$ cat src/crc32e_pkg.sv
// Shared types, constants and the CRC table function for the CRC-32 engine.
`timescale 1ns / 1ps
`default_nettype none
package crc32e_pkg;

   localparam logic [31:0] CRC_POLY  = 32'h04C1_1DB7;
   localparam logic [31:0] CRC_ONES  = 32'hFFFF_FFFF;
   localparam logic [7:0]  LOWER_A   = 8'h61;
   localparam logic [7:0]  LOWER_Z   = 8'h7A;
   localparam logic [7:0]  CASE_BIT  = 8'h20;
   localparam logic [7:0]  EXT_ONES  = 8'hFF;
   localparam logic [7:0]  EXT_ZEROS = 8'h00;

   // One classified word as it waits between front and back.
   typedef struct packed {
      logic [7:0]  data_byte;   // already upper-cased in string mode
      logic        init;        // load init_value before folding
      logic [31:0] init_value;
      logic        string_mode; // mode in force for this word
      logic        last_byte;
   } item_type;

   // One table step, MSB first: table entry for top byte xor b, shifted in.
   function automatic logic [31:0] crc_fold(input logic [31:0] crc, input logic [7:0] b);
      logic [31:0] t;
      t = {crc[31:24] ^ b, 24'h0};
      for (int k = 0; k < 8; k++) begin
         if (t[31]) begin
            t = {t[30:0], 1'b0} ^ CRC_POLY;
         end else begin
            t = {t[30:0], 1'b0};
         end
      end
      return {crc[23:0], 8'h0} ^ t;
   endfunction

endpackage
`default_nettype wire

$ cat src/crc32e_front.sv
// Front end: takes request words, tracks the message mode and classifies each byte.
`timescale 1ns / 1ps
`default_nettype none
module crc32e_front (
   input  wire logic                  clock,
   input  wire logic                  reset,
   input  wire logic                  accept,
   input  wire logic [7:0]            data_byte,
   input  wire logic                  first_byte,
   input  wire logic                  last_byte,
   input  wire logic                  string_mode,
   input  wire logic [31:0]           seed,
   output      crc32e_pkg::item_type  item
);
   import crc32e_pkg::*;

   logic mode_ff;
   logic mode_in;
   logic is_lower;

   // mode is sampled on the first byte of a message and held after
   assign mode_in  = first_byte ? string_mode : mode_ff;
   assign is_lower = (data_byte >= LOWER_A) && (data_byte <= LOWER_Z);

   always_comb begin
      item.data_byte   = (mode_in && is_lower) ? (data_byte - CASE_BIT) : data_byte;
      item.init        = first_byte;
      item.init_value  = string_mode ? CRC_ONES : ~seed;
      item.string_mode = mode_in;
      item.last_byte   = last_byte;
   end

   always_ff @(posedge clock) begin
      if (reset) begin
         mode_ff <= 1'b0;
      end else if (accept) begin
         mode_ff <= mode_in;
      end
   end

endmodule
`default_nettype wire

$ cat src/crc32e_queue.sv
// Two-entry queue between the classifying front and the CRC back end.
`timescale 1ns / 1ps
`default_nettype none
module crc32e_queue (
   input  wire logic                  clock,
   input  wire logic                  reset,
   input  wire logic                  push,
   input  wire crc32e_pkg::item_type  push_item,
   output      logic                  full,
   input  wire logic                  pop,
   output      logic                  head_valid,
   output      crc32e_pkg::item_type  head_item
);
   import crc32e_pkg::*;

   item_type   entry_ff [2];
   logic       wr_ptr_ff;
   logic       wr_ptr_in;
   logic       rd_ptr_ff;
   logic       rd_ptr_in;
   logic [1:0] count_ff;
   logic [1:0] count_in;

   assign full       = (count_ff == 2'd2);
   assign head_valid = (count_ff != 2'd0);
   assign head_item  = entry_ff[rd_ptr_ff];

   always_comb begin
      wr_ptr_in = push ? ~wr_ptr_ff : wr_ptr_ff;
      rd_ptr_in = pop ? ~rd_ptr_ff : rd_ptr_ff;
      count_in  = count_ff + {1'b0, push} - {1'b0, pop};
   end

   always_ff @(posedge clock) begin
      if (reset) begin
         wr_ptr_ff <= 1'b0;
         rd_ptr_ff <= 1'b0;
         count_ff  <= 2'd0;
      end else begin
         wr_ptr_ff <= wr_ptr_in;
         rd_ptr_ff <= rd_ptr_in;
         count_ff  <= count_in;
      end
   end

   always_ff @(posedge clock) begin
      if (push) begin
         entry_ff[wr_ptr_ff] <= push_item;
      end
   end

endmodule
`default_nettype wire

$ cat src/crc32e_back.sv
// Back end: folds queued bytes into the CRC register and holds the response word.
`timescale 1ns / 1ps
`default_nettype none
module crc32e_back (
   input  wire logic                  clock,
   input  wire logic                  reset,
   input  wire logic                  head_valid,
   input  wire crc32e_pkg::item_type  head_item,
   output      logic                  pop,
   output      logic                  rsp_valid,
   input  wire logic                  rsp_stall,
   output      logic [31:0]           rsp_crc_value,
   output      logic                  rsp_is_final
);
   import crc32e_pkg::*;

   logic [31:0] crc_ff;
   logic [31:0] crc_in;
   logic        rsp_valid_ff;
   logic        rsp_valid_in;
   logic [31:0] crc_value_ff;
   logic        is_final_ff;
   logic [31:0] start;
   logic [31:0] fold_one;
   logic [31:0] fold_two;
   logic [7:0]  ext_byte;

   // output slot is free or drains this cycle
   assign pop = head_valid && (!rsp_valid_ff || !rsp_stall);

   always_comb begin
      start    = head_item.init ? head_item.init_value : crc_ff;
      fold_one = crc_fold(start, head_item.data_byte);
      // string mode folds the sign extension of the byte as a second step
      ext_byte = head_item.data_byte[7] ? EXT_ONES : EXT_ZEROS;
      fold_two = crc_fold(fold_one, ext_byte);
      crc_in   = head_item.string_mode ? fold_two : fold_one;
      rsp_valid_in = pop || (rsp_valid_ff && rsp_stall);
   end

   always_ff @(posedge clock) begin
      if (reset) begin
         crc_ff       <= CRC_ONES;
         rsp_valid_ff <= 1'b0;
      end else begin
         rsp_valid_ff <= rsp_valid_in;
         if (pop) begin
            crc_ff <= crc_in;
         end
      end
   end

   always_ff @(posedge clock) begin
      if (pop) begin
         crc_value_ff <= ~crc_in;
         is_final_ff  <= head_item.last_byte;
      end
   end

   assign rsp_valid     = rsp_valid_ff;
   assign rsp_crc_value = crc_value_ff;
   assign rsp_is_final  = is_final_ff;

endmodule
`default_nettype wire

$ cat src/crc32_msb_first_engine.sv
// Path: an accepted word is first written into a queue entry, then its folded CRC
// is registered in the response register.
// Throughput: one byte per cycle while rsp_stall is low; both table steps of string mode run in the back end's cycle.
// req_stall rises only when the two-entry queue is full.
// Reset: CRC register to all ones, mode to data, queue and response emptied.
`timescale 1ns / 1ps
`default_nettype none
module crc32_msb_first_engine (
   input  wire logic        clock,
   input  wire logic        reset,
   input  wire logic        req_valid,
   output      logic        req_stall,
   input  wire logic [7:0]  req_data_byte,
   input  wire logic        req_first_byte,
   input  wire logic        req_last_byte,
   input  wire logic        req_string_mode,
   input  wire logic [31:0] req_seed,
   output      logic        rsp_valid,
   input  wire logic        rsp_stall,
   output      logic [31:0] rsp_crc_value,
   output      logic        rsp_is_final
);
   import crc32e_pkg::*;

   item_type front_item;
   item_type head_item;
   logic     accept;
   logic     full;
   logic     head_valid;
   logic     pop;

   assign req_stall = full;
   assign accept    = req_valid && !full;

   crc32e_front u_front (
      .clock       (clock),
      .reset       (reset),
      .accept      (accept),
      .data_byte   (req_data_byte),
      .first_byte  (req_first_byte),
      .last_byte   (req_last_byte),
      .string_mode (req_string_mode),
      .seed        (req_seed),
      .item        (front_item)
   );

   crc32e_queue u_queue (
      .clock      (clock),
      .reset      (reset),
      .push       (accept),
      .push_item  (front_item),
      .full       (full),
      .pop        (pop),
      .head_valid (head_valid),
      .head_item  (head_item)
   );

   crc32e_back u_back (
      .clock         (clock),
      .reset         (reset),
      .head_valid    (head_valid),
      .head_item     (head_item),
      .pop           (pop),
      .rsp_valid     (rsp_valid),
      .rsp_stall     (rsp_stall),
      .rsp_crc_value (rsp_crc_value),
      .rsp_is_final  (rsp_is_final)
   );

endmodule
`default_nettype wire
$ cat config.mk
export PLATFORM = sky130hd
export DESIGN_NAME = crc32_msb_first_engine
export DESIGN_NICKNAME = d
export VERILOG_FILES = /design/src/crc32e_pkg.sv /design/src/crc32e_front.sv /design/src/crc32e_queue.sv /design/src/crc32e_back.sv /design/src/crc32_msb_first_engine.sv
export SDC_FILE = /design/constraint.sdc
export NUM_CORES = 1
export LEC_CHECK = 0
export ABC_AREA = 1
export BUFFER_PORTS_ARGS = -buffer_cell sky130_fd_sc_hd__buf_2
export CAP_MARGIN = 40
export CORE_AREA = 2 2 165 167
export CTS_CLUSTER_DIAMETER = 60
export DETAILED_ROUTE_END_ITERATION = 8
export DIE_AREA = 0 0 167 169
export PLACE_DENSITY_LB_ADDON = 0.3
export REMOVE_ABC_BUFFERS = 1
export SLEW_MARGIN = 20
export SYNTH_ARGS = -nofsm -noshare
export SYNTH_HDL_FRONTEND = slang
export SYNTH_HIERARCHICAL = 1
export SYNTH_SLANG_ARGS = --single-unit
$ cat constraint.sdc
create_clock -name clock -period 3 [get_ports clock]
set_clock_uncertainty 0.1 [all_clocks]
set_input_delay 0.3 -clock clock [delete_from_list [all_inputs] [get_ports clock]]
set_output_delay 0.3 -clock clock [all_outputs]
set_load 0.01 [all_outputs]
# Yosys cells after proc, flatten, opt, wreduce, memory -nomap -nowiden
# Memories as Yosys holds them, arrays and structs flattened. A register that Yosys moved wholly into a read port is not among the register bits.
# Index checks and enable logic that the tools add are counted.
[totals] register_bits=71 latch_bits=0 mem_bits_rw=86 mem_bits_ro=0 input_bits=47 out_inout_bits=35 mem_count=1
[op_classes] addsub=3 multipliers=0 n_div=0 magnitude_cmp=2 eq_ne=1 shifts=0 muxes=26 n_bitwise=24 reduce_logical=11
[memory_table] memory="u_queue.entry_ff" words=2 word_bits=43 read_ports=1 rd_clocked_by_memory_dff=1 wr=1 line="crc32e_queue.sv:16" text="item_type entry_ff [2];"
[op_table] op="2-to-1 mux 27 bit" n=16
[op_table] op="NOT 14 bit" n=16
[op_table] op="2-to-1 mux 32 bit" n=3
[op_table] op="NOT 32 bit" n=2
[op_table] op="XOR 32 bit" n=2
[op_table] op="2-to-1 mux 8 bit" n=2
[op_table] op="XOR 8 bit" n=2
[op_table] op="greater-or-equal comparator 8 x 7 -> 1 bit, second input constant" n=1
[op_table] op="<= comparator 8 x 7 -> 1 bit, second input constant" n=1
[op_table] op="subtractor 8 x 6 -> 8 bit, second input constant" n=1
[op_table] op="logical AND 1 bit" n=5
[op_table] op="2-to-1 mux 1 bit" n=5
[op_table] op="logical NOT 1 bit" n=3
[op_table] op="adder 2 x 1 -> 2 bit" n=1
[op_table] op="equality test 2 bit, second input constant" n=1
[op_table] op="logical OR 1 bit" n=2
[op_table] op="NOT 1 bit" n=2
[op_table] op="nonzero test 2 bit" n=1
[op_table] op="subtractor 2 x 1 -> 2 bit" n=1

# Logic depth before layout (Yosys ltp)
# Gate-level depths: netlist of the first run.
[logic_depth] word_depth=39 ltp_mapped=26 ltp_nobuf=24

# Modules after synthesis
# The synthesis of the first run kept the hierarchy.
[modules_own_cells] mod="crc32e_back" n_inst=1 cells_each=722 area_per_inst_um2=5182.5 seq_area_each_um2=1651.6
[modules_own_cells] mod="crc32e_queue" n_inst=1 cells_each=165 area_per_inst_um2=3532.1 seq_area_each_um2=2682.6
[modules_own_cells] mod="crc32e_front" n_inst=1 cells_each=79 area_per_inst_um2=389.1 seq_area_each_um2=20.0
[modules_own_cells] mod="crc32_msb_first_engine" n_inst=1 cells_each=2 area_per_inst_um2=10.0 seq_area_each_um2=0.0

# Least setup slack after synthesis of the first run
# OpenSTA, ideal clock, no wires.
[synth_path] path_type="reg2reg" start="register u_queue.count_ff[1]" end="memory u_queue/entry_ff[0][0] (netlist name), enable pin" arrival_time_ns=2.500 required_ns=2.456 setup_slack_ns=-0.044 stages_incl_launch_ff=6 cell_sequence="dfxtp_1 inv_1 nor2_1 nor2_2 inv_1 nor2_1"
[synth_between] elab_chain_cells=5
[synth_lines] item="from (decl)" line="crc32e_queue.sv:21" text="logic [1:0] count_ff;"
[synth_lines] item="from (signal assigned)" line="crc32e_queue.sv:42" text="count_ff <= count_in;"
[synth_lines] item="equality test 2 bit" line="crc32e_queue.sv:24" text="assign full = (count_ff == 2'd2);"
[synth_lines] item="net req_stall" line="crc32_msb_first_engine.sv:12" text="output logic req_stall,"
[synth_lines] item="logical NOT 1 bit" line="crc32_msb_first_engine.sv:33" text="assign accept = req_valid && !full;"
[synth_lines] item="logical AND 1 bit" line="crc32_msb_first_engine.sv:33"
[synth_lines] item="net accept" line="crc32_msb_first_engine.sv:27" text="logic accept;"
[synth_lines] item="2-to-1 mux 1 bit" line="crc32e_queue.sv:47" text="if (push) begin"
[synth_lines] item="2-to-1 mux 1 bit (not written as such)" line="crc32e_queue.sv:48" text="entry_ff[wr_ptr_ff] <= push_item;"
[synth_lines] item="to (decl)" line="crc32e_queue.sv:16"
# The timed path passes the listed nets, and every way through them passes these cells.

==> qor.csv, run 1 <==
metric,value,unit
status,"complete, no violations",
Placed Area,10600,sq um
1st-iter DRT viols,408,
die area,28200,sq um
Placer Congestion,0.874,
Hold Crit Depth,2,
most common library cells after synthesis,"nand2_1 (286), edfxtp_1 (119), nand3_1 (103)",
crit-path max FO,7,
Worst Setup End Kind,flip-flop,
Critical Path AT,3070,ps
Clock transition at path regs,80,ps
CTS root buffer,clkbuf_16,
WHS Endpoint,u_queue/entry_ff[1][17],
clk sink count,158,
syn_area_per_cell,9.42,sq um
final core occ,48.6,%
antenna violations before repair,0,
Final HPWL DP,18500,um
CTS Buf Count,17,
via density per instance,4.80,
Setup crit start kind,flip-flop,
total iterations of the first detailed-routing run,5,
Placed Instances,1462,
die extent in x,167,um
HP Start,req_seed[15],
"Data required, critical path",3080,ps
"EDFF count, synth",119,
vias,7423,
Fill cells,2426,
Async SR Flop Fraction,0,%
synthesized instance count,968,
Max transition margin,48.0,%
All-Layer GR Usage,18.2,%
CTS tree,yes,
Fin. Hold Viols,0,
minimum clock period,2990,ps
Worst R2R End,u_back/rsp_crc_value[17],
initial core utilization,34.4,%
RSZ-0062 raised after global routing,true,
R2R cell count,19,
die span in y,169,um
DP Worst Slack,-298,ps
synth top area cells,"edfxtp_1 (39%), nand2_1 (12%), dfxtp_1 (8.6%), mux2_4 (6.6%), nand3_1 (5.7%)",
Routed WL,26400,um
htree depth,4,
remaining antenna violation count after routing,0,
Netlist cell types,41,
vias in the first global route,7199,
actual slew at the worst max-slew pin,775,ps
number of antenna diodes,0,
synthesized cell area,9110,sq um
setup violators final,0,
Avg WL per Cell,17.1,um
main flop type after synthesis,edfxtp_1,
max-cap viol count,0,
synthesis warning total,6,
post-synthesis register bit count,158,
layout net count,1242,
Pins Over Slew Limit,0,
sequential element share of the synthesized area,47.8,%
post-route cell area,12900,sq um
first-pass GRT wire length,39500,um
grt ovf,0,
# rows,60,
FF-to-FF setup slack,7,ps
Core Footprint,26500,sq um
PnR worst setup slack,7.02,ps
Hold Crit Class,in -> reg,
io pins,82,
Post-route DRC,0,
fraction of layout cells with a size suffix above 1,47.6,%
Layout area overhead,41.4,%
Yosys top cell by area,edfxtp_1,
Fmax,0.334,GHz
area share of the leading cell type in the synthesized netlist,39.2,%
Port Buffers,81,
CTS max path bufs,2,
cell with the most instances after synthesis,nand2_1,
clk_lat worst skew,440,ps
largest net degree at the start of global routing,51,
Crit Path Category,reg -> reg,
Final Cycle Share,99.8,%
Finished Layout Cells,1546,
==> logic make-up after synthesis <==
kind of cell	count (synthesis)	share of synthesized area (%)
xor gates and xnor gates	70	7.67
adders and majority gates	3	0.412
DFF	158	47.8
buffers and inverters	121	6.78
and+or+nand+nor	482	24.3
AOI/OAI and AO/OA	78	4.50
muxes	56	8.53
==> cells in the final DEF (no fill, tap or decap), types with 6 or more instances in the layout <==
master and n:
nand2_2 74, o21ai_1 15, inv_6 8, a21oi_1 36, dfxtp_1 38, buf_6 15, buf_2 81, inv_1 57
edfxtp_1 119, nand3_2 42, mux2i_1 12, buf_4 123, dlygate4sd3_1 6, xor2_2 9, clkbuf_16 17, mux2_4 41
nand2_4 46, nand3_1 61, nand2_8 8, xor2_1 29, o21ai_0 13, or2_2 8, nand2_1 204, xnor2_1 12
buf_12 14, nor2_1 11, inv_2 17, xnor2_2 6, xor2_4 13, nand3_4 8, o21ai_2 10
==> final cells by class <==
class,instances,area (sq um),share of cell area (%)
Clock buffer,17,425,3.30
Clock inverter,15,165,1.28
Inverter,82,332,2.57
Multi-Input combinational cell,690,5270,40.9
Sequential cell,158,4360,33.8
Tap cell,341,427,3.31
Timing Repair Buffer,243,1910,14.8
==> worst max-delay path, stage by stage, from the launching register on <==
cell and delay (ps):
dfxtp_4 390, buf_4 140, buf_12 130, mux2_4 340, inv_2 100, nand2_2 80
nand2_4 140, nand2_4 90, nand2_8 100, nand3_4 90, nand2_2 120, buf_6 130
xor2_2 180, nor2_2 50, nor2_2 190, inv_2 60, nand3_1 80, nand2_1 50
nand2_1 80, nand2_1 90
==> stage by stage <==
step | hold slack [ps] | TNS (ps)
after global routing | 30.8 | -3790
after CTS | 14.4 | -93.1
after floorplan | 269 | -90840
final | 27.7 | 0
after detailed placement | 359 | -6360
after global placement | 346 | -5590
==> worst max path at each step <==
stage          startpoint                       end  slack, ps  cells past startpoint
4_1_cts         flip-flop  u_back/rsp_crc_value[15]        -30                     15
5_1_grt         flip-flop   u_back/rsp_crc_value[7]       -160                     20
6_report        flip-flop  u_back/rsp_crc_value[17]          7                     19
2_1_floorplan   flip-flop   u_back/rsp_crc_value[7]      -1560                     22
3_5_place_dp    flip-flop  u_back/rsp_crc_value[15]       -300                     14
3_3_place_gp    flip-flop  u_back/rsp_crc_value[15]       -290                     14
==> layer usage <==
metal,vias up,wire [um],track usage (%)
met4,0,315,3.75
li1,3651,-,-
met1,3576,12100,25.2
met2,171,12900,30.5
met3,25,1050,2.74
met5,-,0,0
==> sequential cells by signal, summed over array words and instances (netlist names), named ones only <==
name,cells
u_back/rsp_is_final,1
u_front/mode_ff,1
u_queue/wr_ptr_ff,1
u_back/rsp_valid,1
u_queue/rd_ptr_ff,1
u_back/rsp_crc_value,32
u_back/crc_ff,32
u_queue/entry_ff,86
u_queue/count_ff,2
==> timing repair <==
action | in CTS | in global routing
pin swaps | 21 | 76
gates resized for setup | 65 | 215
cloned | 1 | 0
setup buffers | 19 | 27
hold buffers | 6 | 0
hold endpoints to repair | 12 | 0
endpoints found under the setup margin | 54 | 62
Power of run 1 is not shown: default switching activity piles up to over one toggle a cycle in this logic, so the estimate is an artifact.
==> inputs of run 2 (changes only) <==
--- a/config.mk
+++ b/config.mk
@@ -9,11 +9,13 @@
 export BUFFER_PORTS_ARGS = -buffer_cell sky130_fd_sc_hd__buf_2
 export CAP_MARGIN = 40
 export CORE_AREA = 2 2 165 167
+export CTS_BUF_LIST = sky130_fd_sc_hd__clkbuf_8
 export CTS_CLUSTER_DIAMETER = 60
 export DETAILED_ROUTE_END_ITERATION = 8
 export DIE_AREA = 0 0 167 169
 export PLACE_DENSITY_LB_ADDON = 0.3
 export REMOVE_ABC_BUFFERS = 1
+export SKIP_LAST_GASP = 1
 export SLEW_MARGIN = 20
 export SYNTH_ARGS = -nofsm -noshare
 export SYNTH_HDL_FRONTEND = slang
==> run 2 against run 1 <==
Net effect: cell count up 2.2%; utilization rose by 1.4 points; clock-buffer cell count unchanged; the run now ends with setup timing left; flip-flop and latch count unchanged; largest cell class unchanged; register-to-register slack about the same.
==> qor.csv, run 2 (synthesis results as in run 1) <==
metric,value,unit
Pins Over Slew Limit,0,
io pins,82,
total iterations of the first detailed-routing run,4,
"commonest cells after routing, fill and taps aside","nand2_1 (196), buf_4 (125), edfxtp_1 (119), buf_2 (81), nand2_2 (76)",
remaining antenna violation count after routing,0,
Worst Setup End Kind,flip-flop,
clk_lat worst skew,480,ps
minimum clock period,3010,ps
layout net count,1276,
Critical Path AT,3130,ps
Fin Setup TNS,-5.22,ps
largest net degree at the start of global routing,51,
CTS max path bufs,2,
clk sink count,158,
initial core utilization,34.4,%
1st-iter DRT viols,418,
Crit Path Category,reg -> reg,
vias in the first global route,7443,
die area,28200,sq um
All-Layer GR Usage,18.5,%
Fmax,0.333,GHz
RSZ-0062 raised after global routing,true,
"commonest non-fill, non-tap cell in the layout",nand2_1,
CTS tree,yes,
Post-route DRC,0,
via density per instance,4.75,
crit path cell chain,mux2_4 -> buf_12 -> buf_16 -> nand2_8 -> nand3_2 -> nand2_4 -> nand2_4 -> nand2_8 -> inv_4 -> nand2_4 -> nand3_2 -> nand3_4 -> nand2_8 -> buf_12 -> xor2_4 -> or2_1 -> nand3_2 -> nand2_2,
number of antenna diodes,0,
htree depth,4,
vias,7499,
PnR worst setup slack,-5.22,ps
Routed WL,26700,um
HP Start,req_seed[29],
grt ovf,0,
FF-to-FF setup slack,-5,ps
"Data required, critical path",3130,ps
Hold Crit Class,in -> reg,
Port Buffers,81,
Clock transition at path regs,110,ps
Final HPWL DP,18500,um
Hold WS,21.5,ps
"Slowest-stage cell, CP",dfxtp_4,
actual slew at the worst max-slew pin,791,ps
Setup crit start kind,flip-flop,
max-cap viol count,0,
Core Footprint,26500,sq um
Avg WL per Cell,16.9,um
CTS Buf Count,17,
Final Cycle Share,100,%
die extent in x,167,um
Max transition margin,47.1,%
Fin. Hold Viols,0,
Placer Congestion,0.874,
max reg flops,86,
# rows,60,
die span in y,169,um
largest register by flop count,u_queue/entry_ff,
failing checks,setup timing,
CTS root buffer,clkbuf_8,
Layout area overhead,45.5,%
max incr delay on CP,400,ps
status,finished with violations,
first-pass GRT wire length,40100,um
fraction of layout cells with a size suffix above 1,48.2,%
antenna violations before repair,0,
Fill cells,2404,
setup violators final,1,
crit-path max FO,6,
==> run 2: layout make-up <==
class                      count  area [sq um]  share of cell area (%)
sequential                   158          4360                    32.9
multi-input combinational    690          5480                    41.3
tap                          341           427                    3.22
clock inverter                15           165                    1.25
inverter                      82           342                    2.58
clock buffer                  17           234                    1.76
timing repair buffer         277          2260                    17.0
==> run 2: worst paths after layout <==
check,cells past startpoint,end
worst min-delay path,2,u_queue/entry_ff[1][31]
worst max register to register,18,u_back/rsp_crc_value[19]
worst max-delay path,18,u_back/rsp_crc_value[19]
worst min register to register,2,u_back/crc_ff[10]
==> run 2: routing by layer <==
metal | part of all wire [%] | up-vias | global-route usage, % | routed length (um)
met5 | 0 | - | 0 | 0
met4 | 0.97 | 0 | 4.20 | 259
met3 | 3.4 | 20 | 2.81 | 905
met2 | 49 | 133 | 31.4 | 13200
met1 | 46 | 3630 | 25.1 | 12300
li1 | - | 3716 | - | -
==> run 2: per-stage QoR <==
stage	util, %	cell area [sq um]	std cells	setup WS, ps
global placement	39.8	10600	1461	-288
CTS	45.7	12100	1559	-8.71
global route	50.0	13300	1580	-146
detailed placement	40.0	10600	1462	-298
finish	50.0	13300	1580	-5.22
floorplan	-	8800	929	-1560
==> run 2: worst max-delay path: cells and delay by family (launching register included) <==
| kind | cells | cell delay, ps |
|---|---|---|
| buffers and inverters | 4 | 470 |
| DFF | 1 | 400 |
| and+or+nand+nor | 12 | 1230 |
| xor gates and xnor gates | 1 | 170 |
| muxes | 1 | 360 |
==> run 2: what timing repair did <==
action | CTS | global route
hold buffers | 37 | 0
cloned | 2 | 0
resized for setup | 107 | 216
setup buffers | 26 | 21
hold endpoints to repair | 74 | 0
pin swaps | 41 | 85
setup endpoints to repair | 54 | 64
Power of run 2 is left out for the same reason.
